<file path="src/hw/rtl/aescbc_pkg.sv">
// AES-128 CBC core package: S-box tables, round constants, GF(2^8) helpers
// and register indexes. No dependencies.
`timescale 1ns / 1ps
`default_nettype none
package aescbc_pkg;

   localparam int NUM_ROUNDS = 10;
   localparam int ROUND_W    = 4;
   localparam int CSR_IDX_W  = 3;
   localparam int CSR_DATA_W = 64;

   // configuration register indexes
   localparam logic [CSR_IDX_W-1:0] CSR_KEY_HIGH     = 3'd0;
   localparam logic [CSR_IDX_W-1:0] CSR_KEY_LOW      = 3'd1;
   localparam logic [CSR_IDX_W-1:0] CSR_IV_HIGH      = 3'd2;
   localparam logic [CSR_IDX_W-1:0] CSR_IV_LOW       = 3'd3;
   localparam logic [CSR_IDX_W-1:0] CSR_DECRYPT_MODE = 3'd4;

   typedef logic [127:0] block_type;
   typedef logic [7:0]   byte_type;

   localparam byte_type FWD_BOX [256] = '{
      8'h63,8'h7c,8'h77,8'h7b,8'hf2,8'h6b,8'h6f,8'hc5,8'h30,8'h01,8'h67,8'h2b,8'hfe,8'hd7,8'hab,8'h76,
      8'hca,8'h82,8'hc9,8'h7d,8'hfa,8'h59,8'h47,8'hf0,8'had,8'hd4,8'ha2,8'haf,8'h9c,8'ha4,8'h72,8'hc0,
      8'hb7,8'hfd,8'h93,8'h26,8'h36,8'h3f,8'hf7,8'hcc,8'h34,8'ha5,8'he5,8'hf1,8'h71,8'hd8,8'h31,8'h15,
      8'h04,8'hc7,8'h23,8'hc3,8'h18,8'h96,8'h05,8'h9a,8'h07,8'h12,8'h80,8'he2,8'heb,8'h27,8'hb2,8'h75,
      8'h09,8'h83,8'h2c,8'h1a,8'h1b,8'h6e,8'h5a,8'ha0,8'h52,8'h3b,8'hd6,8'hb3,8'h29,8'he3,8'h2f,8'h84,
      8'h53,8'hd1,8'h00,8'hed,8'h20,8'hfc,8'hb1,8'h5b,8'h6a,8'hcb,8'hbe,8'h39,8'h4a,8'h4c,8'h58,8'hcf,
      8'hd0,8'hef,8'haa,8'hfb,8'h43,8'h4d,8'h33,8'h85,8'h45,8'hf9,8'h02,8'h7f,8'h50,8'h3c,8'h9f,8'ha8,
      8'h51,8'ha3,8'h40,8'h8f,8'h92,8'h9d,8'h38,8'hf5,8'hbc,8'hb6,8'hda,8'h21,8'h10,8'hff,8'hf3,8'hd2,
      8'hcd,8'h0c,8'h13,8'hec,8'h5f,8'h97,8'h44,8'h17,8'hc4,8'ha7,8'h7e,8'h3d,8'h64,8'h5d,8'h19,8'h73,
      8'h60,8'h81,8'h4f,8'hdc,8'h22,8'h2a,8'h90,8'h88,8'h46,8'hee,8'hb8,8'h14,8'hde,8'h5e,8'h0b,8'hdb,
      8'he0,8'h32,8'h3a,8'h0a,8'h49,8'h06,8'h24,8'h5c,8'hc2,8'hd3,8'hac,8'h62,8'h91,8'h95,8'he4,8'h79,
      8'he7,8'hc8,8'h37,8'h6d,8'h8d,8'hd5,8'h4e,8'ha9,8'h6c,8'h56,8'hf4,8'hea,8'h65,8'h7a,8'hae,8'h08,
      8'hba,8'h78,8'h25,8'h2e,8'h1c,8'ha6,8'hb4,8'hc6,8'he8,8'hdd,8'h74,8'h1f,8'h4b,8'hbd,8'h8b,8'h8a,
      8'h70,8'h3e,8'hb5,8'h66,8'h48,8'h03,8'hf6,8'h0e,8'h61,8'h35,8'h57,8'hb9,8'h86,8'hc1,8'h1d,8'h9e,
      8'he1,8'hf8,8'h98,8'h11,8'h69,8'hd9,8'h8e,8'h94,8'h9b,8'h1e,8'h87,8'he9,8'hce,8'h55,8'h28,8'hdf,
      8'h8c,8'ha1,8'h89,8'h0d,8'hbf,8'he6,8'h42,8'h68,8'h41,8'h99,8'h2d,8'h0f,8'hb0,8'h54,8'hbb,8'h16
   };

   localparam byte_type REV_BOX [256] = '{
      8'h52,8'h09,8'h6a,8'hd5,8'h30,8'h36,8'ha5,8'h38,8'hbf,8'h40,8'ha3,8'h9e,8'h81,8'hf3,8'hd7,8'hfb,
      8'h7c,8'he3,8'h39,8'h82,8'h9b,8'h2f,8'hff,8'h87,8'h34,8'h8e,8'h43,8'h44,8'hc4,8'hde,8'he9,8'hcb,
      8'h54,8'h7b,8'h94,8'h32,8'ha6,8'hc2,8'h23,8'h3d,8'hee,8'h4c,8'h95,8'h0b,8'h42,8'hfa,8'hc3,8'h4e,
      8'h08,8'h2e,8'ha1,8'h66,8'h28,8'hd9,8'h24,8'hb2,8'h76,8'h5b,8'ha2,8'h49,8'h6d,8'h8b,8'hd1,8'h25,
      8'h72,8'hf8,8'hf6,8'h64,8'h86,8'h68,8'h98,8'h16,8'hd4,8'ha4,8'h5c,8'hcc,8'h5d,8'h65,8'hb6,8'h92,
      8'h6c,8'h70,8'h48,8'h50,8'hfd,8'hed,8'hb9,8'hda,8'h5e,8'h15,8'h46,8'h57,8'ha7,8'h8d,8'h9d,8'h84,
      8'h90,8'hd8,8'hab,8'h00,8'h8c,8'hbc,8'hd3,8'h0a,8'hf7,8'he4,8'h58,8'h05,8'hb8,8'hb3,8'h45,8'h06,
      8'hd0,8'h2c,8'h1e,8'h8f,8'hca,8'h3f,8'h0f,8'h02,8'hc1,8'haf,8'hbd,8'h03,8'h01,8'h13,8'h8a,8'h6b,
      8'h3a,8'h91,8'h11,8'h41,8'h4f,8'h67,8'hdc,8'hea,8'h97,8'hf2,8'hcf,8'hce,8'hf0,8'hb4,8'he6,8'h73,
      8'h96,8'hac,8'h74,8'h22,8'he7,8'had,8'h35,8'h85,8'he2,8'hf9,8'h37,8'he8,8'h1c,8'h75,8'hdf,8'h6e,
      8'h47,8'hf1,8'h1a,8'h71,8'h1d,8'h29,8'hc5,8'h89,8'h6f,8'hb7,8'h62,8'h0e,8'haa,8'h18,8'hbe,8'h1b,
      8'hfc,8'h56,8'h3e,8'h4b,8'hc6,8'hd2,8'h79,8'h20,8'h9a,8'hdb,8'hc0,8'hfe,8'h78,8'hcd,8'h5a,8'hf4,
      8'h1f,8'hdd,8'ha8,8'h33,8'h88,8'h07,8'hc7,8'h31,8'hb1,8'h12,8'h10,8'h59,8'h27,8'h80,8'hec,8'h5f,
      8'h60,8'h51,8'h7f,8'ha9,8'h19,8'hb5,8'h4a,8'h0d,8'h2d,8'he5,8'h7a,8'h9f,8'h93,8'hc9,8'h9c,8'hef,
      8'ha0,8'he0,8'h3b,8'h4d,8'hae,8'h2a,8'hf5,8'hb0,8'hc8,8'heb,8'hbb,8'h3c,8'h83,8'h53,8'h99,8'h61,
      8'h17,8'h2b,8'h04,8'h7e,8'hba,8'h77,8'hd6,8'h26,8'he1,8'h69,8'h14,8'h63,8'h55,8'h21,8'h0c,8'h7d
   };

   localparam byte_type ROUND_CONST [NUM_ROUNDS] = '{
      8'h01,8'h02,8'h04,8'h08,8'h10,8'h20,8'h40,8'h80,8'h1b,8'h36
   };

   localparam byte_type FWD_MIX [4] = '{8'h02, 8'h03, 8'h01, 8'h01};
   localparam byte_type REV_MIX [4] = '{8'h0e, 8'h0b, 8'h0d, 8'h09};

   // multiply by x modulo the AES polynomial
   function automatic byte_type xtime(input byte_type a);
      xtime = {a[6:0], 1'b0} ^ (a[7] ? 8'h1b : 8'h00);
   endfunction

   // multiply by a constant of at most four bits
   function automatic byte_type gf_mul(input byte_type a, input byte_type c);
      byte_type x2, x4, x8;
      x2 = xtime(a);
      x4 = xtime(x2);
      x8 = xtime(x4);
      gf_mul = (c[0] ? a : 8'h00) ^ (c[1] ? x2 : 8'h00) ^
               (c[2] ? x4 : 8'h00) ^ (c[3] ? x8 : 8'h00);
   endfunction

endpackage
`default_nettype wire

</file>
<file path="src/hw/rtl/aescbc_keyexp.sv">
// Round key expansion: one round key per cycle into an 11-entry key store.
// Depends on aescbc_pkg.
`timescale 1ns / 1ps
`default_nettype none
module aescbc_keyexp
   import aescbc_pkg::*;
(
   input  wire logic                clock,
   input  wire logic                reset,
   input  wire logic                kick,
   input  wire block_type           key,
   input  wire logic [ROUND_W-1:0]  rd_idx,
   output      block_type           rd_key,
   output      logic                busy
);

   block_type            rk_mem [NUM_ROUNDS+1];
   block_type            prev_ff;
   logic [ROUND_W-1:0]   cnt_ff, cnt_in;
   logic                 active_ff, active_in;
   logic [31:0]          sub_word;
   block_type            next_key;

   // derive the next round key from the previous one
   always_comb begin
      logic [31:0] w0, w1, w2, w3, last;
      last = prev_ff[31:0];
      sub_word = {FWD_BOX[last[23:16]], FWD_BOX[last[15:8]],
                  FWD_BOX[last[7:0]], FWD_BOX[last[31:24]]};
      sub_word[31:24] = sub_word[31:24] ^ ROUND_CONST[cnt_ff - 4'd1];
      w0 = prev_ff[127:96] ^ sub_word;
      w1 = prev_ff[95:64] ^ w0;
      w2 = prev_ff[63:32] ^ w1;
      w3 = prev_ff[31:0] ^ w2;
      next_key = {w0, w1, w2, w3};
   end

   // advance the expansion counter
   always_comb begin
      active_in = active_ff;
      cnt_in    = cnt_ff;
      if (kick) begin
         active_in = 1'b1;
         cnt_in    = 4'd1;
      end else if (active_ff) begin
         if (cnt_ff == ROUND_W'(NUM_ROUNDS)) begin
            active_in = 1'b0;
         end
         cnt_in = cnt_ff + 4'd1;
      end
   end

   always_ff @(posedge clock) begin
      if (reset) begin
         active_ff <= 1'b0;
         cnt_ff    <= '0;
      end else begin
         active_ff <= active_in;
         cnt_ff    <= cnt_in;
      end
   end

   // write the key store
   always_ff @(posedge clock) begin
      if (kick) begin
         rk_mem[0] <= key;
         prev_ff   <= key;
      end else if (active_ff) begin
         rk_mem[cnt_ff] <= next_key;
         prev_ff        <= next_key;
      end
   end

   assign rd_key = rk_mem[rd_idx];
   assign busy   = kick || active_ff;

endmodule
`default_nettype wire

</file>
<file path="config.mk">
export PLATFORM = sky130hd
export DESIGN_NAME = aescbc_keyexp
export DESIGN_NICKNAME = d
export VERILOG_FILES = /design/src/hw/rtl/aescbc_pkg.sv /design/src/hw/rtl/aescbc_keyexp.sv
export SDC_FILE = /design/constraint.sdc
export NUM_CORES = 2
export LEC_CHECK = 0
export ABC_AREA = 1
export BUFFER_PORTS_ARGS = -buffer_cell sky130_fd_sc_hd__buf_4
export CORE_MARGIN = 2
export CORE_UTILIZATION = 25
export DETAILED_ROUTE_END_ITERATION = 8
export PLACE_DENSITY = 0.42
export SYNTH_ARGS = -nofsm -noshare
export SYNTH_HDL_FRONTEND = slang
export SYNTH_SLANG_ARGS = --single-unit
</file>
<file path="constraint.sdc">
create_clock -name clock -period 16.23 [get_ports clock]
set_input_delay 0.8115 -clock clock [delete_from_list [all_inputs] [get_ports clock]]
set_output_delay 0.8115 -clock clock [all_outputs]
set_load 0.05 [all_outputs]
</file>
==> metrics.md <==
| Metric | Value |
|---|---|
| FILL cells | 31.4k |
| Yosys reg bits | 1541 |
| Worst Path Arrival | 5.61 ns |
| Die area | 306000 um2 |
| Crit path max fanout | 125 |
| H-tree levels | 4 |
| Routed wire per std cell | 26.9 um |
| Rows | 201 |
| Final Hold Viols | 0 |
| Placed Cells incl. Taps | 11.6k |
| Synthesized instance count | 7738 |
| PostCTS Resize Cnt | 0 |
| Initial antenna violation count | 22 |
| Congestion Overflow GR | 0 |
| Yosys top cell area share | 0.612 |
| Async S/R FF share, synth | 0 |
| Post-synth EDFFs | 1536 |
| PnR worst setup slack | 9.81 ns |
| Fmax | 156 MHz |
| Most common cell after layout, fill and taps aside | nand2_1 |
| WP data required | 15.42 ns |
| Yosys synthesis warning count | 0 |
| Worst vdd ir | 0.0749 mV |
| Initial DRC count | 6128 |
| Type of destination of the critical path | output pin |
| Top post-synthesis cells by area | edfxtp_1 (61%), nand2_1 (8.2%), nand3_1 (8.1%) |
| Drt total wl | 320000 um |
| Routed vias/inst | 5.16 |
| Clk slew on worst S/H paths | 0.06 ns |
| Relative slew slack | 0.0240 |
| Cell Count, Final, Fillers Out | 11.9k |
| Synth area leader | edfxtp_1 |
| Logic pwr share | 0.318 |
| RSZ-0062 raised after global routing | no |
| Pre-antenna DRT Iters | 6 |
| Fin Setup TNS | 0 ns |
| Clk sinks | 1541 |
| Crit Path Class | in -> out |
| Final ANT Viol Nets | 0 |
| Post-CTS Setup Bufs | 0 |
| CTS tree | done |
| Sw Ratio | 0.378 |
| Initial Utilization | 0.251 |
| Placer Congestion | 0.951 |
| DP HPWL | 200000 um |
| Internal | 7.82 mW |
| Min-Delay Path Class | in -> reg |
| I/O Pins | 264 |
| Die width | 553 um |
| Max-slew violations | 0 |
| Mean Syn Cell Area | 9.74 um2 |
| CTS hold repair buffers | 0 |
| Psw | 4.75 mW |
| Max_cap viols | 0 |
| Core Area | 300000 um2 |
| Post-Syn Nets | 7937 |
| Clock network fraction of design power | 0.302 |
| Root buffer cell | clkbuf_16 |
| Multi-input logic area | 26000 um2 |
| Vias | 61.4k |
| First-pass GRT wire length | 449000 um |
| Maximum buffer depth of the clock tree | 4 |
| Residual DRC | 0 |
| Setup Viol. Count Final | 0 |
| Slew @ Worst Pin | 1.45 ns |
| FF/Latch Area | 46200 um2 |
| Port-buffer cells | 263 |
| Final Cycle Share | 0.396 |
| Netlist cell types | 42 |
| Total CTS buffers | 178 |
| Nets | 8015 |
| P per Cell Area | 144 nW/um2 |
| Pre-CTS setup slack | 9.60 ns |
| Area growth from synthesis to layout | 15.4% |
| Gr usage total | 0.201 |
| Share of total power in sequential cells | 0.380 |
| Largest net degree at the start of global routing | 171 |
| Die Ht | 553 um |
| P_leak | 31.4 nW |
| Worst-Skew Late Latency | 0.87 ns |
| Post-synthesis cell area | 75400 um2 |
| Clock skew | 0.0901 ns |
| Post-layout min period | 6.42 ns |
| Post-synthesis sequential area ratio | 0.613 |
| Worst setup SP type | input pin |
| Most frequent cells in the layout | nand2_1 (1643), edfxtp_1 (1536), nand3_1 (1225) |
| Vias in the first global route | 58.2k |
| Outcome | complete, no violations |
| Layout cells sized above 1 | 0.103 |
| Ys flop type | edfxtp_1 |
==> layer usage <==
layer,wire length [um],global-route usage
met2,143000,0.313
met5,36,0
met4,8960,0.0565
met1,147000,0.289
met3,21300,0.0311
==> registers in the layout (all words and copies together), names as in the netlist <==
name       cells
active_ff      1
cnt_ff         4
prev_ff      128
rk_mem      1408
==> cell type report <==
class | instances | share of cell area
antenna | 12 | 0.000345
clock buffer | 211 | 0.0531
clock inverter | 91 | 0.00836
inverter | 252 | 0.0113
multi-input combinational | 5402 | 0.299
sequential | 1541 | 0.531
tap | 3958 | 0.0569
timing repair buffer | 441 | 0.0401
==> critical path, cell delays in order <==
cell and delay (ns):
buf_8 0.16, inv_8 0.45, buf_4 0.80, buf_4 0.72, buf_4 0.82, o21ai_0 0.22
o221ai_1 0.23, o21ai_0 0.13, o21ai_0 0.72, buf_4 0.33
==> cell families after synthesis <==
kind of cell,Yosys count,share of synthesized area
adder cells (fa/ha/maj),64,0.0107
flip-flops,1541,0.613
AND/OR/NAND/NOR,3771,0.214
XOR/XNOR,5,0.000581
AO/OA/AOI/OAI,1562,0.117
buffers and inverters,795,0.0441
==> cells in the mapped netlist, types with 3 or more instances <==
master       n
edfxtp_1  1536
nand3_1   1225
o21ai_1     22
a31oi_1     24
a21oi_1    132
nand2_4      5
buf_2      104
nor3_1       4
nand3b_1    24
buf_1       40
clkinv_1     7
nand2_2     34
xor2_1       3
buf_4       13
or2_2       25
inv_2       18
o211ai_1   144
buf_6       19
nor2_2      13
a21oi_2      3
inv_4        3
a211oi_1    22
o221ai_1   109
nor2_1     761
clkbuf_1   366
nand4_1     29
inv_1      224
dfxtp_1      5
o22ai_1    128
nand2_1   1643
ha_1        63
o21ai_0    977
==> final timing paths <==
check | start | to | slack [ns] | cells past startpoint
min | reset | cnt_ff[0] | 0.24 | 2
max | rd_idx[1] | rd_key[79] | 9.81 | 10
min reg2reg | cnt_ff[3] | cnt_ff[3] | 0.56 | 2
max reg2reg | prev_ff[16] | rk_mem[6][94] | 10.85 | 16
==> through the flow <==
| stage | hold WS [ns] | utilization | power [mW] | instance area (um2) |
|---|---|---|---|---|
| CTS | 0.152 | 0.290 | 12.6 | 86900 |
| global placement | 0.536 | 0.272 | 8.80 | 81600 |
| floorplan | 0.508 | - | 7.28 | 75400 |
| global route | 0.189 | 0.290 | 13.1 | 87000 |
| finish | 0.237 | 0.290 | 12.6 | 87000 |
| detailed placement | 0.554 | 0.272 | 8.78 | 81600 |
==> power by group through the flow <==
stage / Combinational [mW] / Clock (mW) / Sequential, mW
after CTS: 3.94 / 3.89 / 4.77
after detailed placement: 3.93 / 0 / 4.85
after global routing: 4.32 / 4.03 / 4.79
final: 4.00 / 3.79 / 4.77
after global placement: 3.95 / 0 / 4.85
after floorplan: 2.45 / 0 / 4.83
Power figures use the tool's default switching activity.
